## config.mk

```make
export PLATFORM = sky130hd
export DESIGN_NAME = gsb_queue
export DESIGN_NICKNAME = d
export VERILOG_FILES = /design/src/hdl/gsb_queue.sv
export SDC_FILE = /design/constraint.sdc
export NUM_CORES = 1
export LEC_CHECK = 0
export ABC_AREA = 1
export BUFFER_PORTS_ARGS = -buffer_cell sky130_fd_sc_hd__buf_2
export CORE_ASPECT_RATIO = 0.8
export CORE_MARGIN = 10
export CORE_UTILIZATION = 35
export DETAILED_ROUTE_END_ITERATION = 10
export GPL_ROUTABILITY_DRIVEN = 1
export PLACE_DENSITY = 0.49
export RECOVER_POWER = 100
export REMOVE_ABC_BUFFERS = 1
export SKIP_CTS_REPAIR_TIMING = 1
export SLEW_MARGIN = 5
export SYNTH_ARGS = -nofsm -noshare
export SYNTH_HDL_FRONTEND = slang
export SYNTH_SLANG_ARGS = --single-unit
```

## constraint.sdc

```tcl
create_clock -name clk -period 2.8 [get_ports clk]
set_input_delay 0 -clock clk [delete_from_list [all_inputs] [get_ports clk]]
set_output_delay 0 -clock clk [all_outputs]
set_load 0.01 [all_outputs]
```

## src/hdl/gsb_queue.sv

```systemverilog
// Short FIFO between the front and the back.
`default_nettype none
module gsb_queue #(
  parameter int WIDTH = 32,
  parameter int DEPTH = 4
) (
  input  wire logic             clk,
  input  wire logic             rst,
  input  wire logic             push,
  input  wire logic [WIDTH-1:0] push_data,
  output logic                  full,
  input  wire logic             pop,
  output logic                  not_empty,
  output logic      [WIDTH-1:0] pop_data
);
  localparam int AW = $clog2(DEPTH);

  logic [WIDTH-1:0] slots [DEPTH];
  logic [AW-1:0]    wptr, rptr;
  logic [AW:0]      count;

  assign full      = (count == (AW+1)'(DEPTH));
  assign not_empty = (count != '0);
  assign pop_data  = slots[rptr];

  always_ff @(posedge clk) begin
    if (push && !full) slots[wptr] <= push_data;
  end

  always_ff @(posedge clk) begin
    if (rst) begin
      wptr  <= '0;
      rptr  <= '0;
      count <= '0;
    end else begin
      if (push && !full) wptr <= (wptr == AW'(DEPTH-1)) ? '0 : wptr + 1'b1;
      if (pop && not_empty) rptr <= (rptr == AW'(DEPTH-1)) ? '0 : rptr + 1'b1;
      count <= count + (AW+1)'(push && !full) - (AW+1)'(pop && not_empty);
    end
  end
endmodule
`default_nettype wire

```

==> Yosys cells after proc, flatten, opt, wreduce, memory -nomap -nowiden <==
Memories as Yosys holds them, arrays and structs flattened. A register that Yosys moved wholly into a read port is not among the register bits.
Index checks and enable logic that the tools add are counted.
{ "word_totals": {"register_bits": 7, "ram_bits": 128, "in_bits": 36, "output_inout_bits": 34, "wordCells": 21, "memories": 1} }
{ "mem_list": {"columns": ["memory", "depth", "width", "rd", "rd_clocked_by_memory_dff", "write_ports", "line", "source"], "rows": [
  ["slots", 4, 32, 1, 1, 1, "18", "logic [WIDTH-1:0] slots [DEPTH];"]
]} }
{ "op_classes": {"addsub": 4, "eq_ne": 3, "n_mux": 6, "reduce_logical": 4} }
{ "ops": {"columns": ["cell", "count"], "rows": [
  ["2-bit two-way mux", 4],
  ["2-bit by 1-bit adder with 2-bit output (second input constant)", 2],
  ["2-bit equality test (second input constant)", 2],
  ["3-bit by 1-bit adder with 3-bit output", 1],
  ["3-bit equality test (second input constant)", 1],
  ["3-bit nonzero test", 1],
  ["3-bit by 1-bit subtractor with 3-bit output", 1],
  ["1-bit logical AND", 2],
  ["1-bit two-way mux", 2],
  ["1-bit zero test", 1]
]} }

==> Longest topological paths before layout <==
{ "logic_depth": {"word_depth": 5, "depth_mapped": 10, "ltp_nobuf": 10} }

==> Least setup slack after synthesis <==
No wires, ideal clock.
{ "synth_path": {"path_type": "flip-flop to flip-flop", "startpoint": "reg count[1]", "endpoint": "mem slots[0][0], enable pin", "setup_ns": 0.421, "arrival_time_ns": 2.087, "t_required_ns": 2.379, "path_slack_ns": 0.292, "stages_incl_launch_ff": 5, "n_path_buf": 0, "period_less_slack_ns": 2.508, "cell_sequence": "dfxtp_1 -> nor2_1 -> nand2_1 -> nand2_1 -> nor2_1"} }
{ "synth_via": {"elab_chain_len": 5} }
{ "synth_rtl": {"columns": ["element", "line", "source"], "rows": [
  ["from (decl)", "20", "logic [AW:0] count;"],
  ["from (signal assigned)", "38", "count <= count + (AW+1)'(push && !full) - (AW+1)'(pop && not_empty);"],
  ["3-bit equality test", "22", "assign full = (count == (AW+1)'(DEPTH));"],
  ["1-bit zero test", "27", "if (push && !full) slots[wptr] <= push_data;"],
  ["1-bit logical AND", "27", null],
  ["1-bit two-way mux", "27", null],
  ["1-bit two-way mux (implied by the code)", "27", null],
  ["to (decl)", "18", null]
]} }
Every way passes these cells.

==> Worst setup path after layout <==
{ "layout_path": {"startpoint": "reg count[1]", "endpoint": "mem slots[3][29], enable pin"} }
Same word-level chain as after synthesis.

==> results.md <==
- The number of synthesized register bits is 137.
- The detailed router's first-iteration violation count is between 150 and 200.
- The fraction of the cycle the final worst path needs is 85.08%.
- The routing usage on met1 is 14.61%.
- The floorplan step defined a die boundary enclosing just over 20000 µm².
- The CTS H-tree depth is 4.
- In this run, distinct cell masters in the synthesized netlist total 19.
- The number of max-capacitance violations reported is 0.
- Summed over its instances, the top area cell type makes up 72.81% of the synthesized netlist area.
- The via count of the first global-routing pass is approximately 3200.
- The via count is ~3200.
- The synthesized design contains between 100 and 150 enable-type register cells.
- The gate count of the mapped netlist is 378.
- Clock-pin slew was measured on the worst setup and hold paths at about 0.06 ns.
- The post-DP HPWL is between 7000 and 8000 µm.
- The power spent charging and discharging nets is about 0.0020 W.
- Power spread over the standard cell area amounts to approximately 970 nW/µm².
- The count of nets left with antenna violations once routing finished came out at 0.
- The relative area change from synthesis to final layout is 26.59%.
- The number of buffers created by CTS is 17.
- The dominant cell type by area after synthesis is edfxtp_1.
- The run finished with clean final reports.
- The number of antenna violations at the first check in global routing is 0.
- The die width is between 150 and 200 µm.
- At the end of routability-driven placement, the weighted congestion stood at roughly 0.72.
- The data required time at the worst endpoint is 2.82 ns.
- Setup repair after global routing left no endpoint under its margin.
- Sorting the synthesized cells by how often they occur yields edfxtp_1, nor2_1, o21ai_0.
- Before antenna repair, the detailed router went through 4 iterations.
- The average instance area after synthesis is 13.97 µm².
- Before CTS, the worst setup slack after placement is between 0.4 and 0.5 ns.
- The maximum net fanout on the critical path is 13.
- The most used flip-flop cell after synthesis is edfxtp_1.
- The maximum number of pins on one net before global-route repair is 65.
- Dividing the detail-routed wire length by the instance count gives around 17 µm.
- The initial utilization of the core area, before any placement, comes to a little over a third.
- The final critical-path required period is between 2 and 2.5 ns.
- The critical path is of the flop to flop type.
- The internal power summed over all cells is roughly 0.0045 W.
- Yosys printed 0 warnings.
- Per report_power, the sequential group accounts for 40.4% of the total.
- The met2 usage in global routing is about 18%.
- The clock root buffer is clkbuf_16.
- The cell with the most instances after synthesis is edfxtp_1.
- The combinational cell fraction of total power is around a quarter.
- Sorting the synthesized cells by area gives the leading types as edfxtp_1, nor2_1, o22ai_1.
- The total overflow left after global routing is 0.
- Derived from the worst setup path, the maximum achievable clock frequency is about 420 MHz.
- The number of ports placed on the die boundary is 70.
- The pin slew with the least headroom to its limit is 1.125 ns.
- The type of the worst min-delay path is input port to flop.
- STA classifies the critical path endpoint as a flop.
- The largest voltage drop on the vdd net is around 0.00046 V.
- The final count of hold timing violations is 0.
- Between clock sinks in the finished design, the worst skew comes to around 0.0095 ns.
- In the routed layout, each cell is associated on average with a via count of between 4 and 5.
- The total global routing track utilization is between 10% and 20%.
- The worst relative slew slack is about 25%.
- The count of input and output buffers is 69.
- Sequential elements use around 76% of the synthesized area.
- Once routing completed, OpenROAD measured the worst setup slack at between 0.4 and 0.5 ns.
- The DRC violation count after routing is 0.
- Measured along the y axis, the die boundary spans around 130 µm.
- The leakage power is ~2.3 nW.
- Setup violations remaining at the end of the flow were counted as 0.
- The clock network burns roughly a third of the power.
- The initialized floorplan defines 40 standard-cell rows.
- The net count of the finished layout is 535.
- The layer flagged by global routing as most heavily used is met2.
- Counting flops with an async set or reset pin after synthesis yields a share of 0%.
- The repair_antennas step left the layout with diodes totalling 0.
- For met3 alone, demand over resource in global routing was 3.684%.
- The CTS sink count is 137.
- In the final timing run, aggregate negative setup slack is 0 ns.
- In this run switching power makes up 30.26% of total power.
- The critical path startpoint category is a flop.
- After detailed routing, the total wire length is 11810 µm.
- The area of the core is between 10000 and 15000 µm².
- The first global-routing pass estimated 17880 µm of wire.
- The clock passes through at most 2 buffers.
- The signal arrival time at the worst endpoint is about 2.4 ns.
- The cell area that synthesis handed to floorplanning was between 5000 and 6000 µm².
- The proportion of layout cells with a drive suffix above 1 is around 11%.
- For the worst-skew pair, the clock arrives at the later sink with an insertion delay of 0.40 ns.
- The number of pins exceeding their max-slew limit in the final report is 0.
- The CTS tree is yes.
## state kept, by name, summed over array words and instances (netlist names), named ones only
signal and count:
count 3, slots 128, wptr 2, rptr 2
## layout by cell type, fill, tap and decap left out, drive strengths merged, types with 9 or more instances in the layout
master         n
o21ai         65
dlygate4sd3   35
buf           25
nor2          76
dfxtp          9
edfxtp       128
nand2         12
clkbuf        72
inv           20
o22ai         32
## kinds of logic after synthesis
logic type	count (synthesis)	synth area share [%]
DFF	137	76.23
buffers and inverters	38	4.480
AOI/OAI and AO/OA	103	10.62
and+or+nand+nor	92	6.637
adders and majority gates	8	2.038
## through the flow
stage               power, W  area (µm²)  utilization [%]  instances  hold slack [ns]
finish              0.006468        6683            44.81        693           0.3234
floorplan           0.003541        5121                -        359          0.06669
global route        0.006835        6683            44.81        693           0.3165
CTS                 0.006594        6424            43.07        658          -0.2275
global placement    0.004276        5814            38.98        626           0.2027
detailed placement  0.004301        5814            38.98        626           0.2095
## power groups by stage
| stage | registers (W) | logic [W] | clock network, W |
|---|---|---|---|
| global placement | 0.00265 | 0.00162 | 0 |
| detailed placement | 0.00266 | 0.00164 | 0 |
| floorplan | 0.00269 | 0.000856 | 0 |
| CTS | 0.00261 | 0.00165 | 0.00233 |
| finish | 0.00261 | 0.00158 | 0.00228 |
| global route | 0.00263 | 0.00177 | 0.00243 |
## metal layers
layer  wire, µm  vias to the layer above
li1           -                     1613
met1       5606                     1554
met2       5458                       72
met3        704                        2
met4         37                        0
met5          0                        -
## worst max-delay path: stages, from the launching register on
cell and delay, ns:
dfxtp_1 0.40, nor2_1 0.10, nand2_1 0.16, nand2_1 0.26, nor2_4 0.42, clkbuf_1 0.66
## final cells by class
| class | instances | area (µm²) |
|---|---|---|
| sequential | 137 | 4024 |
| clock inverter | 13 | 176.4 |
| fill | 1378 | 8232 |
| inverter | 19 | 73.82 |
| timing repair buffer | 113 | 698.2 |
| tap | 189 | 236.5 |
| clock buffer | 19 | 432.9 |
| multi-input combinational | 203 | 1041 |
## worst paths after layout
path	cells after the start	slack [ns]	end	from
hold / removal	3	0.32	count[1]	rst
hold reg to reg	2	0.55	rptr[0]	rptr[0]
setup / recovery	5	0.42	slots[3][29]	count[1]
setup reg to reg	5	0.42	slots[3][29]	count[1]
No activity file was read; power rests on OpenSTA's default activity.
