### src/hdl/gsb_pkg.sv
// Shared constants, packed weight array type and helpers for the separable Gaussian blur.
`default_nettype none
package gsb_pkg;

  localparam int DEF_MAX_WIDTH  = 1024;
  localparam int DEF_MAX_HEIGHT = 1024;
  localparam int DEF_MAX_RADIUS = 4;

  localparam int PIX_W   = 32;
  localparam int LANES   = 4;
  localparam int WGT_W   = 16;
  localparam int NUM_WGT = 5;
  localparam int ACC_W   = 28;
  localparam int CFG_IDX_W  = 3;
  localparam int CFG_DATA_W = 16;

  // Register indexes on the config port.
  localparam logic [CFG_IDX_W-1:0] REG_FRAME_WIDTH  = 3'd0;
  localparam logic [CFG_IDX_W-1:0] REG_FRAME_HEIGHT = 3'd1;
  localparam logic [CFG_IDX_W-1:0] REG_BLUR_RADIUS  = 3'd2;
  localparam logic [CFG_IDX_W-1:0] REG_WEIGHT_C     = 3'd3;
  localparam logic [CFG_IDX_W-1:0] REG_WEIGHT_1     = 3'd4;
  localparam logic [CFG_IDX_W-1:0] REG_WEIGHT_2     = 3'd5;
  localparam logic [CFG_IDX_W-1:0] REG_WEIGHT_3     = 3'd6;
  localparam logic [CFG_IDX_W-1:0] REG_WEIGHT_4     = 3'd7;

  localparam logic [10:0] RST_FRAME_WIDTH  = 11'd1024;
  localparam logic [10:0] RST_FRAME_HEIGHT = 11'd1024;
  localparam logic [2:0]  RST_BLUR_RADIUS  = 3'd2;
  localparam logic [WGT_W-1:0] RST_WEIGHT_C = 16'd26386;
  localparam logic [WGT_W-1:0] RST_WEIGHT_1 = 16'd16003;
  localparam logic [WGT_W-1:0] RST_WEIGHT_2 = 16'd3571;
  localparam logic [WGT_W-1:0] RST_WEIGHT_3 = 16'd0;
  localparam logic [WGT_W-1:0] RST_WEIGHT_4 = 16'd0;

  localparam logic KIND_PIXEL = 1'b0;
  localparam logic KIND_FLUSH = 1'b1;

  typedef logic [NUM_WGT-1:0][WGT_W-1:0] weights_t;

  // Weight for tap distance d; distances past the table weigh nothing.
  function automatic logic [WGT_W-1:0] tap_weight(input weights_t w, input logic [3:0] d);
    logic [WGT_W-1:0] r;
    r = '0;
    if (d < 4'(NUM_WGT)) r = w[d[2:0]];
    return r;
  endfunction

  // Add one pixel times weight into four lane accumulators.
  function automatic logic [LANES-1:0][ACC_W-1:0] lanes_mac(
      input logic [LANES-1:0][ACC_W-1:0] acc, input logic [PIX_W-1:0] pix,
      input logic [WGT_W-1:0] w);
    logic [LANES-1:0][ACC_W-1:0] r;
    for (int l = 0; l < LANES; l++) begin
      r[l] = acc[l] + ACC_W'(pix[8*l +: 8]) * ACC_W'(w);
    end
    return r;
  endfunction

  // Drop the fraction and clamp each lane to 255.
  function automatic logic [PIX_W-1:0] lanes_finish(input logic [LANES-1:0][ACC_W-1:0] acc);
    logic [PIX_W-1:0] r;
    r = '0;
    for (int l = 0; l < LANES; l++) begin
      r[8*l +: 8] = (|acc[l][ACC_W-1:24]) ? 8'hFF : acc[l][23:16];
    end
    return r;
  endfunction

endpackage
`default_nettype wire

### src/hdl/gsb_in_if.sv
// Input request channel: kind and pixel with valid/ready.
`default_nettype none
interface gsb_in_if;
  logic        valid;
  logic        ready;
  logic        kind;
  logic [31:0] pixel_in;
  modport source (output valid, output kind, output pixel_in, input ready);
  modport sink (input valid, input kind, input pixel_in, output ready);
endinterface
`default_nettype wire

### src/hdl/gsb_front.sv
// Front end: accepts requests, tracks stream position, drops early flushes.
`default_nettype none
module gsb_front #(
  parameter int PW  = 21,
  parameter int TTW = 21,
  parameter int SPW = 13
) (
  input  wire logic           clk,
  input  wire logic           rst,
  gsb_in_if.sink              in_ch,
  input  wire logic [TTW-1:0] t_total,
  input  wire logic [SPW-1:0] span,
  input  wire logic           q_full,
  output logic                q_push,
  output logic [PW+33-1:0]    q_data
);
  logic [PW-1:0] pos;
  logic          in_frame, wrap, take;
  logic [31:0]   sample;

  assign in_ch.ready = !q_full;
  assign take     = in_ch.valid && !q_full;
  assign in_frame = 32'(pos) < 32'(t_total);
  assign wrap     = 32'(pos) >= 32'(span) + 32'(t_total) - 32'd1;
  assign sample   = in_frame ? in_ch.pixel_in : '0;
  // Drop a flush that arrives before the frame is complete.
  assign q_push   = take && !(in_frame && in_ch.kind == gsb_pkg::KIND_FLUSH);
  assign q_data   = {wrap, pos, sample};

  always_ff @(posedge clk) begin
    if (rst) begin
      pos <= '0;
    end else if (q_push) begin
      pos <= wrap ? '0 : pos + 1'b1;
    end
  end
endmodule
`default_nettype wire

### src/flat_wrapper.sv
// flat-port wrapper written by rule: the top's interface ports become plain ports
module gsb_front_flat 
#(
  parameter int PW  = 21,
  parameter int TTW = 21,
  parameter int SPW = 13
)
  (clk, rst, t_total, span, q_full, q_push, q_data, in_ch_valid, in_ch_kind, in_ch_pixel_in, in_ch_ready);
  gsb_in_if in_ch_i ();
  input  wire logic clk;
  input  wire logic rst;
  input  wire logic [TTW-1:0] t_total;
  input  wire logic [SPW-1:0] span;
  input  wire logic q_full;
  output logic q_push;
  output logic [PW+33-1:0] q_data;
  input wire logic [$bits(in_ch_i.valid)-1:0] in_ch_valid;
  input wire logic [$bits(in_ch_i.kind)-1:0] in_ch_kind;
  input wire logic [$bits(in_ch_i.pixel_in)-1:0] in_ch_pixel_in;
  output wire logic [$bits(in_ch_i.ready)-1:0] in_ch_ready;
  assign in_ch_i.valid = in_ch_valid;
  assign in_ch_i.kind = in_ch_kind;
  assign in_ch_i.pixel_in = in_ch_pixel_in;
  assign in_ch_ready = in_ch_i.ready;
  gsb_front #(.PW(PW), .TTW(TTW), .SPW(SPW)) u_core (.clk(clk), .rst(rst), .in_ch(in_ch_i), .t_total(t_total), .span(span), .q_full(q_full), .q_push(q_push), .q_data(q_data));
endmodule
### config.mk
export PLATFORM = sky130hd
export DESIGN_NAME = gsb_front_flat
export DESIGN_NICKNAME = d
export VERILOG_FILES = /design/src/hdl/gsb_pkg.sv /design/src/hdl/gsb_in_if.sv /design/src/hdl/gsb_front.sv /design/src/flat_wrapper.sv
export SDC_FILE = /design/constraint.sdc
export NUM_CORES = 1
export LEC_CHECK = 0
export ABC_AREA = 1
export BUFFER_PORTS_ARGS = -buffer_cell sky130_fd_sc_hd__buf_2
export CAP_MARGIN = 20
export CORE_UTILIZATION = 40
export DETAILED_ROUTE_END_ITERATION = 12
export PLACE_DENSITY_LB_ADDON = 0.1
export SYNTH_ARGS = -nofsm -noshare
export SYNTH_HDL_FRONTEND = slang
export SYNTH_SLANG_ARGS = --single-unit
### constraint.sdc
create_clock -name clk -period 16.2 [get_ports clk]
set_clock_uncertainty 0.2 [all_clocks]
set_input_delay 3.24 -clock clk [delete_from_list [all_inputs] [get_ports clk]]
set_output_delay 3.24 -clock clk [all_outputs]
set_load 0.02 [all_outputs]
== Word-level counts from Yosys, hierarchy flattened ==
Index checks and enable logic that the tools add are counted.

* $lt $le $gt $ge: 2
* Mux-type cells: 2
* Reduce and logical (&&, ||, !) cells: 5
* Add/subtract/negate cells: 3

{| class="wikitable"
|+ Operators by type and width
! cell !! count
|-
| $ge 21x32->1 || 1
|-
| $mux 32 || 1
|-
| $sub 32x1->32 const B || 1
|-
| $add 13x21->22 || 1
|-
| $add 21x1->21 const B || 1
|-
| $lt 21x21->1 || 1
|-
| $mux 21 || 1
|-
| $logic_and 1x1->1 || 3
|-
| $logic_not 1->1 || 2
|}

* Bits of input ports: 71
* Logic and storage cells: 13
* Register bits: 21

== Longest topological paths before layout ==
Gate-level depths: netlist of the first run.

* Word-level depth: 4
* Gate-level depth with buffers: 29
* Depth with buffers taken out: 28

== Worst setup path before layout of the first run ==
No wires, ideal clock.

* Path type: input to output
* Start: input port t_total[0]
* End: output port q_data[53]
* Arrival: 6.319 ns
* Data required time: 12.760 ns
* Stages on the path: 25
* Path slack: 6.441 ns
* Cell sequence: ha_1 -> fa_1 -> nand2_2 -> nand2_1 -> nand2_2 -> xor2_2 -> inv_1 -> nor2_2 -> nand2_2 -> nor2_2 -> nand3_2 -> nor2_4 -> nand3_2 -> or2_1 -> xor2_1 -> inv_1 -> ha_1 -> a21oi_1 -> nor3_1 -> a211oi_1 -> nand2_1 -> nand2_1 -> nand2_1 -> and3_1 -> buf_4

* Cells in the longest elaborated chain, start to end: 3

{| class="wikitable"
|+ RTL lines
! element !! RTL line !! RTL
|-
| start, declared || flat_wrapper.sv:12 || <nowiki>input wire logic [TTW-1:0] t_total;</nowiki>
|-
| $add 13x21->22 || gsb_front.sv:24 || <nowiki>assign wrap = 32'(pos) >= 32'(span) + 32'(t_total) - 32'd1;</nowiki>
|-
| $sub 32x1->32 || gsb_front.sv:24 ||
|-
| $ge 21x32->1 || gsb_front.sv:24 ||
|-
| end, declared || flat_wrapper.sv:16 || <nowiki>output logic [PW+33-1:0] q_data;</nowiki>
|}

Every way passes these cells.

== Final worst setup path of the first run ==
Same ends and word-level chain as after synthesis.

==> impl_metrics.py, run 1 <==
metrics = {
    "clocking": {
        "clk_latency_ps": 260,
        "cts_made_buffers": 3,
        "cts_hold_buf": 0,
        "cts_resized": 0,
        "post-cts-setup-buffers": 0,
        "h-tree-depth": 1,
        "cts_buffer_depth": 2,
        "clk_pin_slew_ps": 70,
        "cts_tree": "built",
        "cts_root_buf": "clkbuf_8",
        "cts_sinks": 21,
    },
    "layout": {
        "reg.largest.list": "u_core.pos x21",
        "fill_cells": 1048,
        "layout_commonest_cell": "nand2_1",
        "top_register": "u_core.pos",
        "register_area_sq_um": 420,
        "drive_above_1_share_pct": 22.8,
        "finish.utilization_pct": 49.9,
        "final_cell_mix": "nand2_1 (184), inv_1 (148), buf_2 (126), nor2_1 (90), ha_1 (56)",
        "n_antenna_cell": 0,
        "largest_register_ffs": 21,
        "final_nets": 965,
        "multiInputGateArea_sq_mm": 0.00307,
        "synthToLayoutAreaGrowth_pct": 19.8,
    },
    "global_route": {
        "grtUsageTotal_pct": 21.7,
        "grt_pass1_wl_mm": 18.2,
        "antenna_found_initial": 0,
        "grt_max_degree": 34,
        "grt_pass1_vias": 4073,
        "grt_remaining_overflow": 0,
    },
    "floorplan": {
        "die_x_microns": 103,
        "pin_count": 127,
        "dieArea_sq_mm": 0.0107,
        "design.core.area_sq_mm": 0.00986,
        "start_util_pct": 41.7,
        "die_y_microns": 103,
        "row_count": 36,
    },
    "power": {
        "p_per_area_mw_per_mm2": 39.5,
        "ir_worst_vdd_mv": 0.0281,
        "p_leak_nw": 2.97,
    },
    "sta": {
        "finalSetupTns_ps": 0,
        "drv_slew": 0,
        "setup_viol": 0,
        "slew_headroom_pct": 54.7,
        "hold_viol": 0,
        "worst_slack_ps": 5980,
        "worstMarginPinSlew_ps": 677,
        "period_needed_ps": 10220,
        "rsz0062_at_grt": "no",
        "max_freq_ghz": 0.0979,
        "fin_crit_sh_pct": 63.1,
    },
    "placement": {
        "dp_worst_setup_slack_ps": 6000,
        "globalplace.congestion": 0.850,
        "port_buffers": 126,
        "dp_hpwl_mm": 9.68,
    },
    "yosys": {
        "ys_seq_area_share_pct": 10.2,
        "yosysWarnings": 0,
        "syn_area_sq_mm": 0.00411,
        "ys_seq_elements": 21,
        "synthArstFlopShare_pct": 0,
        "yosysUniqueCellTypes": 35,
        "synth_ff_type": "dfxtp_1",
        "synth_edf_count": 0,
        "synth.avg_cell_area_sq_um": 5.77,
        "syn_inst": 712,
        "syn_nets": 840,
    },
    "route": {
        "drt_iter0_markers": 116,
        "vias": 4544,
        "drt-pass1-iter-count": 4,
        "routed_wl_mm": 11.2,
        "antenna_left": 0,
        "post_drt_wl_per_cell_microns": 11.5,
        "avgViaCountPerCell": 4.69,
        "drc_errors": 0,
    },
    "setup_path": {
        "cp.arrival_ps": 6780,
        "endpoint_kind": "output port",
        "crit_fanout": 4,
        "startpoint_type": "input port",
        "worstSetupPathType": "in -> out",
        "worstPathRequired_ps": 12760,
    },
    "hold_path": {
        "worstHoldPathType": "reg -> reg",
    },
    "job": {
        "maxCapViolations": 0,
    },
    "outcome": {
        "status": "finished clean",
    },
}
-- final cells by class --
type / instances / share of cell area, %
multi-input combinational: 532 / 62.4
clock buffer: 4 / 0.915
sequential: 21 / 8.54
inverter: 151 / 11.5
timing repair buffer: 128 / 13.3
tap: 133 / 3.38
-- logic make-up (layout without fill, tap and decap cells) --
family,count (synthesis),after routing,synth area share [%]
and+or+nand+nor,397,397,43.8
adders and majority gates,57,57,17.5
buffers and inverters,159,283,15.0
AOI/OAI and AO/OA,42,42,5.39
xor gates and xnor gates,36,36,8.04
DFF,21,21,10.2
-- report_power, final --
group,internal [mW],total [mW],switching (mW)
combinational,0.0389,0.108,0.0696
clock,0.0175,0.0340,0.0165
sequential,0.0519,0.0523,0.000412
total,0.108,0.195,0.0865
-- synth_stat cells, drive strengths merged, types with 3 or more instances --
library cell / instances / area share, %
buf: 4 / 0.85
nand3: 46 / 6.3
xnor2: 11 / 2.5
o21ai: 9 / 1.1
nor4: 3 / 0.61
dfxtp: 21 / 10
clkbuf: 4 / 0.37
nand4: 13 / 2.1
nand2: 202 / 20
ha: 56 / 17
a21oi: 29 / 3.5
nor3: 10 / 1.2
nor2: 118 / 13
inv: 151 / 14
xor2: 25 / 5.5
-- routing by layer --
| metal | GRT usage (%) | vias to the layer above | routed length [microns] |
|---|---|---|---|
| met4 | 4.98 | 0 | 152 |
| met2 | 38.3 | 136 | 5110 |
| met3 | 0.874 | 8 | 530 |
| met1 | 29.1 | 1960 | 5390 |
| met5 | 0 | - | 0 |
| li1 | - | 2440 | - |
-- stage by stage --
| stage | std cells | total power [mW] | hold WS [ps] | cell area (sq um) |
|---|---|---|---|---|
| finish | 969 | 0.195 | 425 | 4920 |
| global route | 969 | 0.214 | 453 | 4920 |
| CTS | 968 | 0.196 | 425 | 4910 |
| detailed placement | 964 | 0.161 | 407 | 4860 |
| global placement | 964 | 0.160 | 401 | 4860 |
| floorplan | 712 | 0.131 | 467 | 4110 |
-- critical path: stages --
cell	delay (ps)
buf_2	110
ha_1	230
fa_1	440
nand2_2	110
nand2_1	80
nand3_1	120
nand2_2	80
nand2_1	70
nand2_1	90
nor2_1	180
nand3_1	140
nor4_2	340
nand2_1	140
nor2_1	140
xor2_1	160
ha_1	250
inv_1	70
nor3_1	50
a211oi_1	180
nand2_1	90
nand2_1	60
nand2_1	60
and3_1	170
buf_2	150
-- worst paths after layout --
check	from	end	slack, ps	cells after the start
setup / recovery	t_total[0]	q_data[53]	5980	24
hold / removal	u_core.pos[20]$_SDFFE_PP0P_	u_core.pos[20]$_SDFFE_PP0P_	430	2
setup reg to reg	u_core.pos[19]$_SDFFE_PP0P_	u_core.pos[2]$_SDFFE_PP0P_	12660	14
hold reg to reg	u_core.pos[20]$_SDFFE_PP0P_	u_core.pos[20]$_SDFFE_PP0P_	430	2
No activity file was read; power rests on OpenSTA's default activity.
==> run 2, diff against run 1 <==
Clock period 16.2 ns to 9.02 ns, I/O delays scaled along.
==> run 2 against run 1 <==
Net effect:
- combinational power rose by 80%
- cell count did not move
- highest routed layer unchanged
- critical endpoint unchanged
- non-clock buffer count did not move
- first-iteration DRC count rose by 23%
- total power rose by 80%
- via count fell by 0.18%
- clock-buffer cell count did not move
- global-route usage rose by 0.31 points
- flip-flop and latch count did not move
- critical path type unchanged
- worst hold slack got worse by 4.5 ps
- register-to-register slack got worse by 7300 ps
- sequential share of layout area barely moved
==> impl_metrics.py, run 2 (same netlist as run 1, synthesis figures left out) <==
metrics = {
    "outcome": {
        "status": "finished clean",
    },
    "floorplan": {
        "dieArea_sq_mm": 0.0107,
        "die_y_microns": 103,
        "row_count": 36,
        "pin_count": 127,
        "die_x_microns": 103,
        "start_util_pct": 41.7,
        "design.core.area_sq_mm": 0.00986,
    },
    "sta": {
        "fin_crit_sh_pct": 81.3,
        "worstMarginPinSlew_ps": 665,
        "hold_ws_ps": 421,
        "max_freq_ghz": 0.136,
        "worst_slack_ps": 1690,
        "drv_slew": 0,
        "period_needed_ps": 7330,
        "hold_viol": 0,
        "rsz0062_at_grt": "no",
        "finalSetupTns_ps": 0,
        "setup_viol": 0,
        "slew_headroom_pct": 55.5,
    },
    "layout": {
        "final_cell_mix": "nand2_1 (184), inv_1 (148), buf_2 (126), nor2_1 (90), ha_1 (56)",
        "drive_above_1_share_pct": 22.8,
        "stdcell_count": 969,
        "layout_commonest_cell": "nand2_1",
        "top_register": "u_core.pos",
        "fill_cells": 1053,
        "finish.utilization_pct": 49.9,
        "fin_area_sq_mm": 0.00492,
        "reg.largest.list": "u_core.pos x21",
        "n_antenna_cell": 0,
        "synthToLayoutAreaGrowth_pct": 19.7,
        "largest_register_ffs": 21,
        "final_nets": 965,
    },
    "setup_path": {
        "worstPathRequired_ps": 7020,
        "crit_top_cell": "nand2_1",
        "startpoint_type": "input port",
        "cp.arrival_ps": 5330,
        "r2r_cells": 13,
        "worstSetupPathType": "in -> out",
        "worst-path-buf-inv": 3,
        "cp_num_cells": 24,
        "crit_path_top_delay_cell": "fa_1",
        "slowest_delay_ps": 440,
        "endpoint_kind": "output port",
        "ff2ff_setup_slack_ps": 5410,
        "worstPathCellList": "buf_2 -> ha_1 -> fa_1 -> nand2_2 -> nand2_1 -> nand3_1 -> nand2_2 -> nand2_1 -> nand2_1 -> nor2_1 -> nand3_1 -> nor4_2 -> nand2_1 -> nor2_1 -> xor2_1 -> ha_1 -> inv_1 -> nor3_1 -> a211oi_1 -> nand2_1 -> nand2_1 -> nand2_1 -> and3_1 -> buf_2",
        "critPathTopFamily": "simple AND/OR/NAND/NOR gates",
        "crit_fanout": 4,
    },
    "clocking": {
        "h-tree-depth": 1,
        "cts_sinks": 21,
        "cts_root_buf": "clkbuf_8",
        "cts_hold_buf": 0,
        "clk_latency_ps": 260,
        "cts_buffer_depth": 2,
        "post-cts-setup-buffers": 0,
        "cts_resized": 0,
        "cts_made_buffers": 3,
        "cts_tree": "built",
        "clk_pin_slew_ps": 80,
    },
    "placement": {
        "dp_hpwl_mm": 9.79,
        "dp_worst_setup_slack_ps": 1680,
        "port_buffers": 126,
        "globalplace.congestion": 0.849,
        "place_area_sq_mm": 0.00486,
        "dp_cells": 964,
    },
    "route": {
        "drt-pass1-iter-count": 4,
        "drt_iter0_markers": 143,
        "antenna_left": 0,
        "post_drt_wl_per_cell_microns": 11.6,
        "vias": 4536,
        "routed_wl_mm": 11.2,
        "avgViaCountPerCell": 4.68,
        "drc_errors": 0,
    },
    "global_route": {
        "grt_pass1_wl_mm": 18.5,
        "grt_max_degree": 34,
        "antenna_found_initial": 0,
        "grtUsageTotal_pct": 22.0,
        "grt_pass1_vias": 4224,
        "grt_remaining_overflow": 0,
    },
    "job": {
        "maxCapViolations": 0,
    },
    "hold_path": {
        "worstHoldPathType": "reg -> reg",
        "hold_depth": 2,
    },
    "power": {
        "p_per_area_mw_per_mm2": 71.2,
        "power_uw": 351,
        "p_leak_nw": 2.97,
        "ir_worst_vdd_mv": 0.0532,
    },
}
## run 2: cell counts in the layout (fill, tap and decap cells not counted)
Identical to the previous run, type by type.
## run 2: path summary, 6_finish.rpt
| path | endpoint | start |
|---|---|---|
| worst min register to register | u_core.pos[20]$_SDFFE_PP0P_ | u_core.pos[20]$_SDFFE_PP0P_ |
| worst max-delay path | q_data[53] | t_total[0] |
| worst max register to register | u_core.pos[2]$_SDFFE_PP0P_ | u_core.pos[19]$_SDFFE_PP0P_ |
| worst min-delay path | u_core.pos[20]$_SDFFE_PP0P_ | u_core.pos[20]$_SDFFE_PP0P_ |
## run 2: power breakdown
part	total, mW	leakage (nW)	internal, mW	switching (mW)
Clock	0.0627	0.0228	0.0315	0.0312
Sequential	0.0938	0.169	0.0931	0.000651
Combinational	0.194	2.78	0.0696	0.124
Total	0.351	2.97	0.194	0.156
## run 2: layer usage
| metal | share of wire [%] | GRT usage [%] | vias to the layer above |
|---|---|---|---|
| met1 | 48 | 28.9 | 1976 |
| li1 | - | - | 2427 |
| met5 | 0 | 0 | - |
| met3 | 4.0 | 0.739 | 7 |
| met4 | 0.88 | 4.23 | 0 |
| met2 | 47 | 40.1 | 126 |
## run 2: area by class of cell
type	instances	area, sq um	share of cell area, %
multi-input cells	532	3070	62.4
repair buffers	128	649	13.2
inverters	151	567	11.5
flip-flops and latches	21	420	8.55
well taps	133	166	3.38
clock buffers	4	45.0	0.916
## run 2: worst reg2reg max path, stage by stage (launching register included)
cell,delay (ps)
dfxtp_1,380
ha_1,300
nand2_1,60
inv_1,50
nand3_1,100
nor3_1,260
nand4_1,130
nand3_1,460
o21ai_0,150
buf_4,210
inv_1,360
nand4_2,210
nand2_2,540
nor2_1,70
==> run 3, diff against run 2 <==
Settings changed: ABC_AREA 1 to 0.
Clock period 9.02 ns to 6.7 ns, I/O delays scaled along.
==> run 3 against run 2 <==
Net effect:
- the run now ends with setup timing left
- first-iteration DRC count is 13% lower
- die area shrank 7.8%
- area after synthesis fell by 7.9%
- clock power grew 41%
- setup slack worse by 1800 ps
- sequential power up 34%
- combinational power is 57% higher
- wire length up 2.2%
- highest routed layer unchanged
==> impl_metrics.py, run 3 <==
metrics = {
    "outcome": {
        "status": "finished with violations",
        "failed_checks": "setup timing",
    },
    "setup_path": {
        "crit_start": "t_total[0]",
        "reg2reg_from": "u_core.pos[19]$_SDFFE_PP0P_",
        "r2r_cells": 9,
        "worstPathRequired_ps": 5160,
        "worstSetupPathType": "in -> out",
        "crit_end": "q_data[53]",
        "reg2reg_to": "u_core.pos[16]$_SDFFE_PP0P_",
        "endpoint_kind": "output port",
        "ff2ff_setup_slack_ps": 3390,
        "crit_fanout": 4,
        "startpoint_type": "input port",
        "cp.arrival_ps": 5240,
    },
    "clocking": {
        "cts_buffer_depth": 2,
        "clk_latency_ps": 270,
        "cts_tree": "built",
        "cts_hold_buf": 0,
        "clk_pin_slew_ps": 80,
        "cts_sinks": 21,
        "cts_root_buf": "clkbuf_8",
        "h-tree-depth": 1,
        "cts_made_buffers": 3,
    },
    "yosys": {
        "yosysWarnings": 0,
        "yosysUniqueCellTypes": 63,
        "synth_most_common_cell": "ha_1",
        "yosysTopAreaCell": "ha_1",
        "ys_seq_area_share_pct": 11.1,
        "ys_seq_elements": 21,
        "syn_inst": 478,
        "synthArstFlopShare_pct": 0,
        "yosysTopAreaCellShare_pct": 18.5,
        "synth.avg_cell_area_sq_um": 7.91,
        "synth_area_leaders": "ha_1 (19%), dfxtp_1 (11%), xnor2_1 (8.3%), a211oi_2 (6.3%), nor2b_1 (5.6%)",
        "syn_area_sq_mm": 0.00378,
        "synthTopCellsByCount": "ha_1 (56), xnor2_1 (36), nor2b_1 (34), inv_1 (30), nand2_1 (26)",
        "synth_ff_type": "dfxtp_1",
        "synth_edf_count": 0,
        "syn_nets": 606,
    },
    "placement": {
        "dp_worst_setup_slack_ps": -235,
        "dp_hpwl_mm": 9.65,
        "port_buffers": 126,
        "globalplace.congestion": 0.932,
    },
    "sta": {
        "worstMarginPinSlew_ps": 665,
        "rsz0062_at_grt": "yes",
        "slew_headroom_pct": 55.6,
        "setup_viol": 1,
        "drv_slew": 0,
        "hold_viol": 0,
        "finalSetupTns_ps": -77.6,
        "max_freq_ghz": 0.148,
        "fin_crit_sh_pct": 101,
        "hold_ws_ps": 463,
        "period_needed_ps": 6780,
        "worst_slack_ps": -77.6,
    },
    "route": {
        "vias": 4233,
        "post_drt_wl_per_cell_microns": 14.9,
        "drt-pass1-iter-count": 5,
        "drc_errors": 0,
        "avgViaCountPerCell": 5.50,
        "antenna_left": 0,
        "drt_iter0_markers": 124,
        "routed_wl_mm": 11.5,
    },
    "floorplan": {
        "dieArea_sq_mm": 0.00985,
        "die_x_microns": 99.2,
        "row_count": 35,
        "die_y_microns": 99.2,
        "design.core.area_sq_mm": 0.00920,
        "start_util_pct": 41.1,
        "pin_count": 127,
    },
    "hold_path": {
        "hold_depth": 2,
        "worstHoldPathType": "reg -> reg",
    },
    "global_route": {
        "grtUsageTotal_pct": 23.3,
        "grt_pass1_vias": 4045,
        "grt_max_degree": 33,
        "antenna_found_initial": 0,
        "grt_remaining_overflow": 0,
        "grt_pass1_wl_mm": 18.6,
    },
    "layout": {
        "top_register": "u_core.pos",
        "drive_above_1_share_pct": 38.5,
        "fill_cells": 882,
        "final_nets": 788,
        "reg.largest.list": "u_core.pos x21",
        "final_cell_mix": "buf_2 (125), buf_4 (69), ha_1 (55), nor2b_1 (34), xnor2_1 (33)",
        "synthToLayoutAreaGrowth_pct": 36.9,
        "n_antenna_cell": 0,
        "largest_register_ffs": 21,
        "layout_commonest_cell": "buf_2",
    },
    "power": {
        "power_uw": 520,
        "p_leak_nw": 2.43,
        "ir_worst_vdd_mv": 0.0735,
        "p_per_area_mw_per_mm2": 101,
    },
    "job": {
        "maxCapViolations": 0,
    },
}
[run 3: cell types whose count changed in the layout (fill, tap and decap cells not counted), sizes merged, moves of 25 or more]
cell,change
buf,+67
nor2b,+34
nor2,-94
nand3,-34
a211oi,+28
nand2,-176
xnor2,+25
inv,-121
[run 3: how the worst min path moves through the flow]
stage	from	endpoint	slack (ps)
global placement	u_core.pos[8]$_SDFFE_PP0P_	u_core.pos[8]$_SDFFE_PP0P_	450
detailed placement	u_core.pos[10]$_SDFFE_PP0P_	u_core.pos[10]$_SDFFE_PP0P_	460
global route	u_core.pos[8]$_SDFFE_PP0P_	u_core.pos[8]$_SDFFE_PP0P_	500
finish	u_core.pos[8]$_SDFFE_PP0P_	u_core.pos[8]$_SDFFE_PP0P_	460
floorplan	u_core.pos[0]$_SDFFE_PP0P_	u_core.pos[0]$_SDFFE_PP0P_	470
CTS	u_core.pos[8]$_SDFFE_PP0P_	u_core.pos[8]$_SDFFE_PP0P_	470
[run 3: metal layers]
metal	routed length (microns)	GRT usage (%)	share of wire, %
met1	5000	28.2	44
met2	5770	44.4	50
met3	516	2.18	4.5
met4	165	4.98	1.4
met5	0	0	0
[run 3: area by class of cell]
cell class / instances / area, sq um / area share, %
Sequential cell: 21 / 420 / 8.12
Tap cell: 111 / 139 / 2.68
Clock buffer: 3 / 41.3 / 0.798
Clock inverter: 1 / 5.00 / 0.0967
Multi-Input combinational cell: 409 / 3300 / 63.8
Inverter: 30 / 113 / 2.18
Timing Repair Buffer: 195 / 1150 / 22.3
[run 3: cell families (layout without fill, tap and decap cells)]
kind of cell | after synthesis | in the layout | synth area share (%)
AO/OA/AOI/OAI | 124 | 124 | 26.7
flip-flops | 21 | 21 | 11.1
adder cells (fa/ha/maj) | 57 | 57 | 19.1
buffers and inverters | 48 | 229 | 5.33
AND/OR/NAND/NOR | 183 | 183 | 27.4
XOR/XNOR | 44 | 44 | 10.2
multiplexers | 1 | 1 | 0.265
[run 3: critical path, cell delays in order]
cell,delay [ps]
buf_2,120
ha_4,160
fa_2,380
a211oi_4,240
o21ai_2,110
buf_4,170
xor2_1,150
or2_2,310
or2_4,260
nor3_4,240
nand3_2,130
xnor2_2,150
ha_1,270
and4_1,200
and2_4,150
a221oi_2,210
o21ai_1,100
a211oi_2,300
a211oi_4,70
buf_6,150
[run 3: report_power, final]
part | switching, mW | internal, mW
Clock | 0.0469 | 0.0416
Sequential | 0.00118 | 0.125
Combinational | 0.159 | 0.147
[run 3: per-stage QoR]
step	area, sq um	utilization (%)	std cells
floorplan	3820	-	478
global placement	4960	54.0	758
detailed placement	4960	54.0	758
CTS	5090	55.4	766
global route	5180	56.3	770
finish	5180	56.3	770
[run 3: repair_timing]
action,in CTS,in global routing
gates resized for setup,10,10
pin swaps,12,12
setup buffers,4,4
gates cloned,0,0
endpoints found under the setup margin,1,1
